### config.mk
export PLATFORM = sky130hd
export DESIGN_NAME = boolean_network_attractor_fitness
export DESIGN_NICKNAME = d
export VERILOG_FILES = /design/src/hw/rtl/bnaf_pkg.sv /design/src/hw/rtl/bnaf_net_step.sv /design/src/hw/rtl/bnaf_mac.sv /design/src/hw/rtl/boolean_network_attractor_fitness.sv
export VERILOG_INCLUDE_DIRS = /design/src /design/src/hw/rtl
export SDC_FILE = /design/constraint.sdc
export NUM_CORES = 1
export LEC_CHECK = 0
export BUFFER_PORTS_ARGS = -buffer_cell sky130_fd_sc_hd__buf_2
export CAP_MARGIN = 25
export CORE_MARGIN = 2
export CORE_UTILIZATION = 60
export DETAILED_ROUTE_END_ITERATION = 12
export PLACE_DENSITY = 0.92
export SLEW_MARGIN = 40
export SYNTH_ARGS = -nofsm -noshare
export SYNTH_HDL_FRONTEND = slang
export SYNTH_SLANG_ARGS = --single-unit
### constraint.sdc
create_clock -name aclk -period 8.5 [get_ports aclk]
set_input_delay 0.425 -clock aclk [delete_from_list [all_inputs] [get_ports aclk]]
set_output_delay 0.425 -clock aclk [all_outputs]
set_load 0.05 [all_outputs]
### src/hw/rtl/assert_macros.svh
// ----------------------------------------------------------------------------
// assert_macros.svh
// Concurrent assertion macros used by the RTL. Empty under SYNTH.
// ----------------------------------------------------------------------------
`ifndef ASSERT_MACROS_SVH
`define ASSERT_MACROS_SVH

`ifndef SYNTH
// Same-cycle implication, disabled while reset is asserted.
`define AST_IMPL(label, clk, rstn, ante, cons, msg) \
    label: assert property (@(posedge clk) disable iff (!(rstn)) (ante) |-> (cons)) \
        else $error(msg);
// Next-cycle implication, disabled while reset is asserted.
`define AST_NEXT(label, clk, rstn, ante, cons, msg) \
    label: assert property (@(posedge clk) disable iff (!(rstn)) (ante) |=> (cons)) \
        else $error(msg);
`else
`define AST_IMPL(label, clk, rstn, ante, cons, msg)
`define AST_NEXT(label, clk, rstn, ante, cons, msg)
`endif

`endif

### src/hw/rtl/bnaf_pkg.sv
// ----------------------------------------------------------------------------
// bnaf_pkg
// Types and constants of the Boolean network attractor fitness block.
// ----------------------------------------------------------------------------
package bnaf_pkg;

    localparam int TBL_W     = 32;   // truth table bits per gene
    localparam int MAX_GENES = 5;    // tables carried by one input beat
    localparam int CFG_W     = 5;    // start and goal register width
    localparam int CFG_IDX_W = 2;
    localparam int PROD_W    = 51;   // fitness numerator and denominator
    localparam int LEN_W     = 6;    // reported cycle length

    localparam int S_TDATA_W = MAX_GENES * TBL_W;
    localparam int M_FIELD_W = 2 * PROD_W + 2 * LEN_W + 1;
    localparam int M_TDATA_W = ((M_FIELD_W + 7) / 8) * 8;

    // register indexes
    localparam logic [CFG_IDX_W-1:0] CFG_START_A = 2'd0;
    localparam logic [CFG_IDX_W-1:0] CFG_START_B = 2'd1;
    localparam logic [CFG_IDX_W-1:0] CFG_GOAL_A  = 2'd2;
    localparam logic [CFG_IDX_W-1:0] CFG_GOAL_B  = 2'd3;

    // register reset values
    localparam logic [CFG_W-1:0] RST_START_A = 5'h10;
    localparam logic [CFG_W-1:0] RST_START_B = 5'h00;
    localparam logic [CFG_W-1:0] RST_GOAL_A  = 5'h15;
    localparam logic [CFG_W-1:0] RST_GOAL_B  = 5'h0a;

    // control of the shared multiply unit
    typedef struct packed {
        logic load;   // set accumulator to one
        logic step;   // accumulator times operand
    } mac_ctrl_t;

endpackage

### src/hw/rtl/bnaf_net_step.sv
// ----------------------------------------------------------------------------
// bnaf_net_step
// One synchronous update of the Boolean network: gene g looks up its table
// at the state rotated left by g and drives state bit GENES-1-g.
// ----------------------------------------------------------------------------
module bnaf_net_step
    import bnaf_pkg::*;
#(
    parameter int GENES = 5
) (
    input  logic [TBL_W-1:0] tables [GENES],
    input  logic [GENES-1:0] cur_state,
    output logic [GENES-1:0] next_state
);

    logic [2*GENES-1:0] dbl;

    assign dbl = {cur_state, cur_state};

    always_comb begin
        logic [GENES-1:0] idx;
        next_state = '0;
        for (int g = 0; g < GENES; g++) begin
            idx = dbl[2*GENES-1-g -: GENES];
            next_state[GENES-1-g] = tables[g][5'(idx)];
        end
    end

endmodule

### src/hw/rtl/bnaf_mac.sv
// ----------------------------------------------------------------------------
// bnaf_mac
// Shared multiply unit: a product register that is reset to one and then
// multiplied by one narrow operand per cycle in which step is set.
// ----------------------------------------------------------------------------
module bnaf_mac
    import bnaf_pkg::*;
#(
    parameter int OP_W = 6
) (
    input  logic              aclk,
    input  mac_ctrl_t         ctrl,
    input  logic [OP_W-1:0]   operand,
    output logic [PROD_W-1:0] acc
);

    logic [PROD_W-1:0]      acc_reg;
    logic [PROD_W+OP_W-1:0] prod;

    assign prod = acc_reg * operand;
    assign acc  = acc_reg;

    always_ff @(posedge aclk) begin
        if (ctrl.load) begin
            acc_reg <= PROD_W'(1);
        end else if (ctrl.step) begin
            // partial products never exceed the final bound of 2^50
            acc_reg <= prod[PROD_W-1:0];
        end
    end

endmodule

### src/hw/rtl/boolean_network_attractor_fitness.sv
// ----------------------------------------------------------------------------
// boolean_network_attractor_fitness
// Scores one genome of GENES truth tables by the attractor cycles it reaches
// from two configured start states, as an exact unreduced fraction.
// ----------------------------------------------------------------------------
// One beat in gives one beat out. Per item the network update unit runs
// 2^GENES warm-up steps and then one walk of the attractor cycle for each of
// the two contexts, one step a cycle, after which the shared multiplier
// forms the numerator and the denominator with one factor a cycle (GENES
// factors per context each). A finished result waits in the output
// register while the next item is taken. The user must write configuration
// only while idle; the block itself does not enforce this.
// ----------------------------------------------------------------------------
`include "assert_macros.svh"

module boolean_network_attractor_fitness
    import bnaf_pkg::*;
#(
    parameter int GENES = 5
) (
    input  logic                 aclk,
    input  logic                 aresetn,
    // configuration
    input  logic                 cfg_we,
    input  logic [CFG_IDX_W-1:0] cfg_index,
    input  logic [CFG_W-1:0]     cfg_wdata,
    // input stream
    input  logic                 s_tvalid,
    output logic                 s_tready,
    input  logic [S_TDATA_W-1:0] s_tdata,   // gene0_table .. gene4_table, 32 bits each
    // result stream
    output logic                 m_tvalid,
    input  logic                 m_tready,
    output logic [M_TDATA_W-1:0] m_tdata    // fitness_num, fitness_den, cycle_len_a,
                                            // cycle_len_b, fully_fit, zero pad
);

    localparam int J_W = $clog2(GENES);
    localparam logic [GENES:0]   NSTATES = (GENES+1)'(1) << GENES;
    localparam logic [J_W-1:0]   J_LAST  = J_W'(GENES - 1);

    typedef enum logic [2:0] {
        S_IDLE,
        S_WARM,
        S_CYCLE,
        S_MUL_NUM,
        S_SWAP,
        S_MUL_DEN,
        S_FINISH
    } state_t;

    state_t            state_reg, state_next;
    logic              ctx_reg;
    logic [GENES-1:0]  net_reg;
    logic [GENES-1:0]  entry_reg;
    logic [GENES-1:0]  step_reg;
    logic [GENES:0]    cnt_reg [2][GENES];
    logic [GENES:0]    len_reg [2];
    logic [J_W-1:0]    j_reg;
    logic [TBL_W-1:0]  table_reg [GENES];
    logic [PROD_W-1:0] num_reg;

    logic [CFG_W-1:0]  start_a_reg, start_b_reg, goal_a_reg, goal_b_reg;

    logic              m_tvalid_reg;
    logic [PROD_W-1:0] out_num_reg, out_den_reg;
    logic [LEN_W-1:0]  out_len_a_reg, out_len_b_reg;
    logic              out_fit_reg;

    logic              accept;
    logic              out_free;
    logic [GENES-1:0]  net_next;
    logic [GENES-1:0]  goal;
    logic [GENES-1:0]  match;
    logic [GENES:0]    len_inc;
    logic              walk_done;
    logic              mul_last;
    logic [GENES:0]    mul_op;
    mac_ctrl_t         mac_ctrl;
    logic [PROD_W-1:0] acc;

    assign s_tready = (state_reg == S_IDLE);
    assign accept   = s_tvalid && s_tready;
    assign out_free = !m_tvalid_reg || m_tready;

    bnaf_net_step #(.GENES(GENES)) u_step (
        .tables     (table_reg),
        .cur_state  (net_reg),
        .next_state (net_next)
    );

    assign goal      = ctx_reg ? GENES'(goal_b_reg) : GENES'(goal_a_reg);
    assign match     = ~(net_reg ^ goal);
    assign len_inc   = len_reg[ctx_reg] + 1'b1;
    assign walk_done = (net_next == entry_reg) || (len_inc == NSTATES);
    assign mul_last  = ctx_reg && (j_reg == J_LAST);
    assign mul_op    = (state_reg == S_MUL_DEN) ? len_reg[ctx_reg] : cnt_reg[ctx_reg][j_reg];

    assign mac_ctrl.load = accept || (state_reg == S_SWAP);
    assign mac_ctrl.step = (state_reg == S_MUL_NUM) || (state_reg == S_MUL_DEN);

    bnaf_mac #(.OP_W(GENES + 1)) u_mac (
        .aclk    (aclk),
        .ctrl    (mac_ctrl),
        .operand (mul_op),
        .acc     (acc)
    );

    always_comb begin
        state_next = state_reg;
        case (state_reg)
            S_IDLE:    if (accept) state_next = S_WARM;
            S_WARM:    if (&step_reg) state_next = S_CYCLE;
            S_CYCLE:   if (walk_done) state_next = ctx_reg ? S_MUL_NUM : S_WARM;
            S_MUL_NUM: if (mul_last) state_next = S_SWAP;
            S_SWAP:    state_next = S_MUL_DEN;
            S_MUL_DEN: if (mul_last) state_next = S_FINISH;
            S_FINISH:  if (out_free) state_next = S_IDLE;
            default:   state_next = S_IDLE;
        endcase
    end

    always_ff @(posedge aclk) begin
        if (!aresetn) begin
            state_reg    <= S_IDLE;
            ctx_reg      <= 1'b0;
            m_tvalid_reg <= 1'b0;
            start_a_reg  <= RST_START_A;
            start_b_reg  <= RST_START_B;
            goal_a_reg   <= RST_GOAL_A;
            goal_b_reg   <= RST_GOAL_B;
        end else begin
            state_reg <= state_next;

            if (cfg_we) begin
                case (cfg_index)
                    CFG_START_A: start_a_reg <= cfg_wdata;
                    CFG_START_B: start_b_reg <= cfg_wdata;
                    CFG_GOAL_A:  goal_a_reg  <= cfg_wdata;
                    CFG_GOAL_B:  goal_b_reg  <= cfg_wdata;
                    default: ;
                endcase
            end

            if ((state_reg == S_FINISH) && out_free) begin
                m_tvalid_reg <= 1'b1;
            end else if (m_tvalid_reg && m_tready) begin
                m_tvalid_reg <= 1'b0;
            end

            case (state_reg)
                S_IDLE: begin
                    if (accept) begin
                        for (int g = 0; g < GENES; g++) begin
                            table_reg[g]  <= s_tdata[g*TBL_W +: TBL_W];
                            cnt_reg[0][g] <= '0;
                            cnt_reg[1][g] <= '0;
                        end
                        len_reg[0] <= '0;
                        len_reg[1] <= '0;
                        net_reg    <= GENES'(start_a_reg);
                        ctx_reg    <= 1'b0;
                        step_reg   <= '0;
                        j_reg      <= '0;
                    end
                end
                S_WARM: begin
                    // after 2^GENES steps the state is on its cycle
                    net_reg  <= net_next;
                    step_reg <= step_reg + 1'b1;
                    if (&step_reg) begin
                        entry_reg <= net_next;
                    end
                end
                S_CYCLE: begin
                    for (int g = 0; g < GENES; g++) begin
                        cnt_reg[ctx_reg][g] <= cnt_reg[ctx_reg][g] + (GENES+1)'(match[g]);
                    end
                    len_reg[ctx_reg] <= len_inc;
                    if (walk_done) begin
                        // move to the second context, or hand off to the multiplier
                        ctx_reg  <= !ctx_reg;
                        net_reg  <= GENES'(start_b_reg);
                        step_reg <= '0;
                        j_reg    <= '0;
                    end else begin
                        net_reg  <= net_next;
                    end
                end
                S_MUL_NUM, S_MUL_DEN: begin
                    if (j_reg == J_LAST) begin
                        j_reg   <= '0;
                        ctx_reg <= !ctx_reg;
                    end else begin
                        j_reg <= j_reg + 1'b1;
                    end
                end
                S_SWAP: begin
                    num_reg <= acc;
                end
                S_FINISH: begin
                    if (out_free) begin
                        out_num_reg   <= num_reg;
                        out_den_reg   <= acc;
                        out_len_a_reg <= LEN_W'(len_reg[0]);
                        out_len_b_reg <= LEN_W'(len_reg[1]);
                        out_fit_reg   <= (num_reg == acc);
                    end
                end
                default: ;
            endcase
        end
    end

    assign m_tvalid = m_tvalid_reg;
    assign m_tdata  = {
        (M_TDATA_W - M_FIELD_W)'(0),
        out_fit_reg,
        out_len_b_reg,
        out_len_a_reg,
        out_den_reg,
        out_num_reg
    };

    `AST_NEXT(a_busy_after_accept, aclk, aresetn, accept, !s_tready, "input taken while busy")
    `AST_IMPL(a_len_nonzero, aclk, aresetn, m_tvalid_reg,
              (out_len_a_reg != '0) && (out_len_b_reg != '0) && (out_den_reg != '0),
              "zero cycle length in result")
    `AST_IMPL(a_fit_flag, aclk, aresetn, m_tvalid_reg,
              out_fit_reg == (out_num_reg == out_den_reg), "fully_fit flag mismatch")

endmodule

==> run_results.csv <==
group,metric,value,unit
outcome,status,"finished, final reports clean",
worst_setup_path,worstSetupPathType,"register to register",
synthesis,synth_edf_count,416,
power_and_ir_drop,p_int,4.72,mW
detailed_routing,drcViolationCount,0,
grt,grt_antenna_before_repair,0,
detailed_routing,viasPerCell,5.95,
layout,largest_reg_flops,160,
layout,area_growth,17.4,%
clocking,cts_tree,"built",
timing,max_freq,127,MHz
layout,multi_input_area,0.0134,sq mm
layout,fin_util,71.0,%
worst_hold_path,min_path_type,"input port to register",
worst_setup_path,reg2regPathDepth,22,
placement,dp_slack,0.601,ns
floorplanning,die_area,0.0497,sq mm
timing,fin_skew,0.0241,ns
floorplanning,num_rows,80,
synthesis,syn_area_per_cell,12.0,sq um
detailed_routing,drtAntennaViolNets,0,
power_and_ir_drop,swShare,30.5,%
detailed_routing,drt_wl_total,74100,um
worst_setup_path,cp-start-kind,"register",
grt,globalRouteOverflowTotal,0,
timing,hold_violations,0,
timing,fin_tns_setup,0,ns
floorplanning,fp.dieW,223,um
power_and_ir_drop,p_clk_share,33.5,%
worst_setup_path,cp.depth,22,
layout,fillCellCount,2894,
flow_run,maxCapViolCount,0,
timing,fin_hold_ws,0.0246,ns
placement,placed_area,0.0307,sq mm
clocking,cts_resized,0,
synthesis,ys_top_cells_by_area,"edfxtp_1 (43%), fa_1 (13%), dfxtp_1 (5.4%), inv_1 (3.3%), nor2b_1 (3.2%)",
worst_setup_path,cp.buffers_inverters,4,
synthesis,synth_cell_type_count,72,
power_and_ir_drop,p_per_area,201,mW/mm^2
grt,first_global_vias,21400,
grt,grt_usage,30.0,%
synthesis,ys_ff_latch,493,
floorplanning,ios,294,
timing,rsz0062_at_grt,"no",
placement,gp_congestion,1.00,
detailed_routing,via_count,20400,
floorplanning,core_area,0.0475,sq mm
worst_setup_path,crit_path_max_incr_delay,0.71,ns
timing,worstMarginPinSlew,0.893,ns
synthesis,synth_area_leader_cell,"edfxtp_1",
floorplanning,start_util,60.4,%
timing,period_share,92.7,%
clocking,clockBufferDepth,3,
synthesis,synth-seq-area-share,48.8,%
worst_setup_path,critical-path-top-delay-family,"compound AO/OA/AOI/OAI gates",
worst_hold_path,hold_end,"table_reg[29]",
power_and_ir_drop,power.leakage,13.8,nW
clocking,clock_latency,0.61,ns
timing,timing.final.ws_setup,0.619,ns
timing,min_period,7.88,ns
detailed_routing,wire_per_inst,21.6,um
power_and_ir_drop,power_switching,2.08,mW
worst_hold_path,min_path_cells,1,
timing,relSlewSlack,39.7,%
clocking,root_buffer,"clkbuf_16",
clocking,htree_levels,2,
worst_setup_path,worstPathArrival,8.38,ns
worst_setup_path,rrSetupSlack,0.62,ns
synthesis,yosys_warnings,0,
clocking,cts_sinks,493,
layout,final_nets,3193,
synthesis,synthArstFlopShare,0,%
detailed_routing,drt_iter0_drc,1874,
worst_setup_path,r2r-end,"u_mac.acc[46]",
power_and_ir_drop,power_frac_comb,22.4,%
layout,regArea,0.0140,sq mm
grt,grt_pass1_wl,116000,um
layout,fin_area,0.0337,sq mm
grt,grt_start_max_net_pins,89,
placement,place_hpwl,47900,um
worst_setup_path,cp.required,9.00,ns
synthesis,synthFlopType,"edfxtp_1",
synthesis,yosysTopAreaCellShare,43.5,%
power_and_ir_drop,seqPwrFrac,44.1,%
power_and_ir_drop,peakVddDrop,178,uV
floorplanning,die_y,223,um
layout,n_antenna_cell,0,
placement,placement.io_buffers,288,
timing,setup_viol_count_final,0,
synthesis,syn_area,0.0287,sq mm
worst_setup_path,cp-end-kind,"register",
layout,drive_gt1_share,17.1,%
clocking,cts_buffers,49,
worst_setup_path,crit_path_top_delay_cell,"a2111oi_1",
worst_setup_path,cp_max_fo,37,
worst_hold_path,hold_start,"s_tdata[157]",
clocking,path_clk_slew,0.07,ns
worst_setup_path,path_cells,"buf_4, mux2_2, mux4_2, a22o_1, a21oi_4, buf_4, nor2b_1, fa_1, ha_1, inv_1, fa_1, inv_1, ha_1, a211oi_1, o21ai_0, nand3_1, a2111oi_1, o21ai_0, o31ai_1, and3_1, nor3_1, o31ai_1",
timing,slew_violations,0,
detailed_routing,drtPass1Iterations,5,
synthesis,synthCells,2387,
-- layout make-up --
class,instances,area share [%]
tap,615,2.28
inverter,251,2.81
clock buffer,57,3.79
timing repair buffer,445,8.81
clock inverter,34,1.16
sequential,493,41.6
multi-input combinational,1528,39.6
-- power by group through the flow --
| stage | sequential, mW | clock, mW | combinational, mW |
|---|---|---|---|
| floorplan | 2.98 | 0 | 1.03 |
| global placement | 3.02 | 0 | 1.35 |
| detailed placement | 3.03 | 0 | 1.42 |
| CTS | 2.98 | 2.28 | 1.48 |
| global route | 3.01 | 2.38 | 1.63 |
| finish | 3.00 | 2.28 | 1.52 |
-- through the flow --
stage               power, mW  cells
floorplan                4.01   2391
global placement         4.37   3197
detailed placement       4.45   3198
CTS                      6.74   3421
global route             7.02   3423
finish                   6.80   3423
-- kinds of logic after synthesis --
logic type	count (synthesis)	share of synthesized area [%]
AOI/OAI and AO/OA	289	6.48
and+or+nand+nor	723	13.4
DFF	493	48.8
xor gates and xnor gates	133	4.15
other	1	0.0130
buffers and inverters	370	5.10
adders and majority gates	253	15.8
muxes	125	6.19
-- cells in the final DEF (no fill, tap or decap), types with 8 or more instances in the layout --
master,n
nand2_1,147
o221ai_1,8
o21a_1,9
dlygate4sd3_1,132
mux2i_1,64
o21bai_1,10
o211ai_1,10
clkinv_2,9
xnor2_1,66
fa_1,185
and3_1,22
dfxtp_1,77
ha_1,68
mux4_2,40
nor2_1,105
nor3_1,20
nor4_1,10
nand3_1,44
nand4_1,22
clkbuf_16,50
xor2_1,65
buf_2,288
a21oi_1,84
nand2b_1,29
a21o_1,38
edfxtp_1,416
nor2b_1,147
mux2_2,21
and2_1,141
a31oi_1,12
buf_4,21
o31ai_1,10
o21ai_0,44
inv_1,249
a211oi_1,13
-- worst max path at each step --
| stage | startpoint | endpoint | slack (ns) |
|---|---|---|---|
| 2_1_floorplan | aresetn | m_tdata[102] | 2.13 |
| 3_3_place_gp | register | u_mac.acc[46] | 1.07 |
| 3_5_place_dp | register | u_mac.acc[46] | 0.60 |
| 4_1_cts | register | u_mac.acc[46] | 0.55 |
| 5_1_grt | state_reg[0] | u_mac.acc[46] | 0.30 |
| 6_report | register | u_mac.acc[46] | 0.62 |
-- worst reg2reg max path, cell delays in order, from the launching register on --
cell and delay, ns:
dfxtp_1 0.32, buf_4 0.49, mux2_2 0.45, mux4_2 0.47
a22o_1 0.28, a21oi_4 0.64, buf_4 0.48, nor2b_1 0.13
fa_1 0.54, ha_1 0.15, inv_1 0.05, fa_1 0.50
inv_1 0.06, ha_1 0.30, a211oi_1 0.08, o21ai_0 0.33
nand3_1 0.18, a2111oi_1 0.71, o21ai_0 0.41, o31ai_1 0.62
and3_1 0.27, nor3_1 0.06, o31ai_1 0.26
-- synth_stat cells (all sizes together), types with 4 or more instances --
master and count:
o21ai 49, nand3b 5, nand3 45, nor3b 4, inv 251, o21a 11
a21boi 4, fa 185, nand2 151, o211ai 10, xnor2 66, dfxtp 77
nand4 22, nor2 106, xor2 65, o221ai 8, nand2b 30, o21bai 10
nor3 22, mux2 21, edfxtp 416, o22ai 7, a21o 38, nor2b 148
nor4 12, mux2i 64, a211oi 13, buf 27, and3 23, mux4 40
clkbuf 92, and2 141, o31ai 10, a21oi 87, ha 68, a31oi 12
-- timing repair --
item                      CTS  global route
hold buffers              132             0
setup buffers               0             0
hold endpoints to repair  132             0
-- routing by layer --
layer | vias to the layer above | GRT usage [%] | part of all wire [%]
met5 | - | 0 | 0
met4 | 0 | 14.2 | 4.8
met3 | 235 | 5.10 | 8.8
met2 | 1231 | 51.4 | 50
met1 | 9965 | 37.5 | 36
li1 | 8940 | - | -
Power figures use the tool's default switching activity.
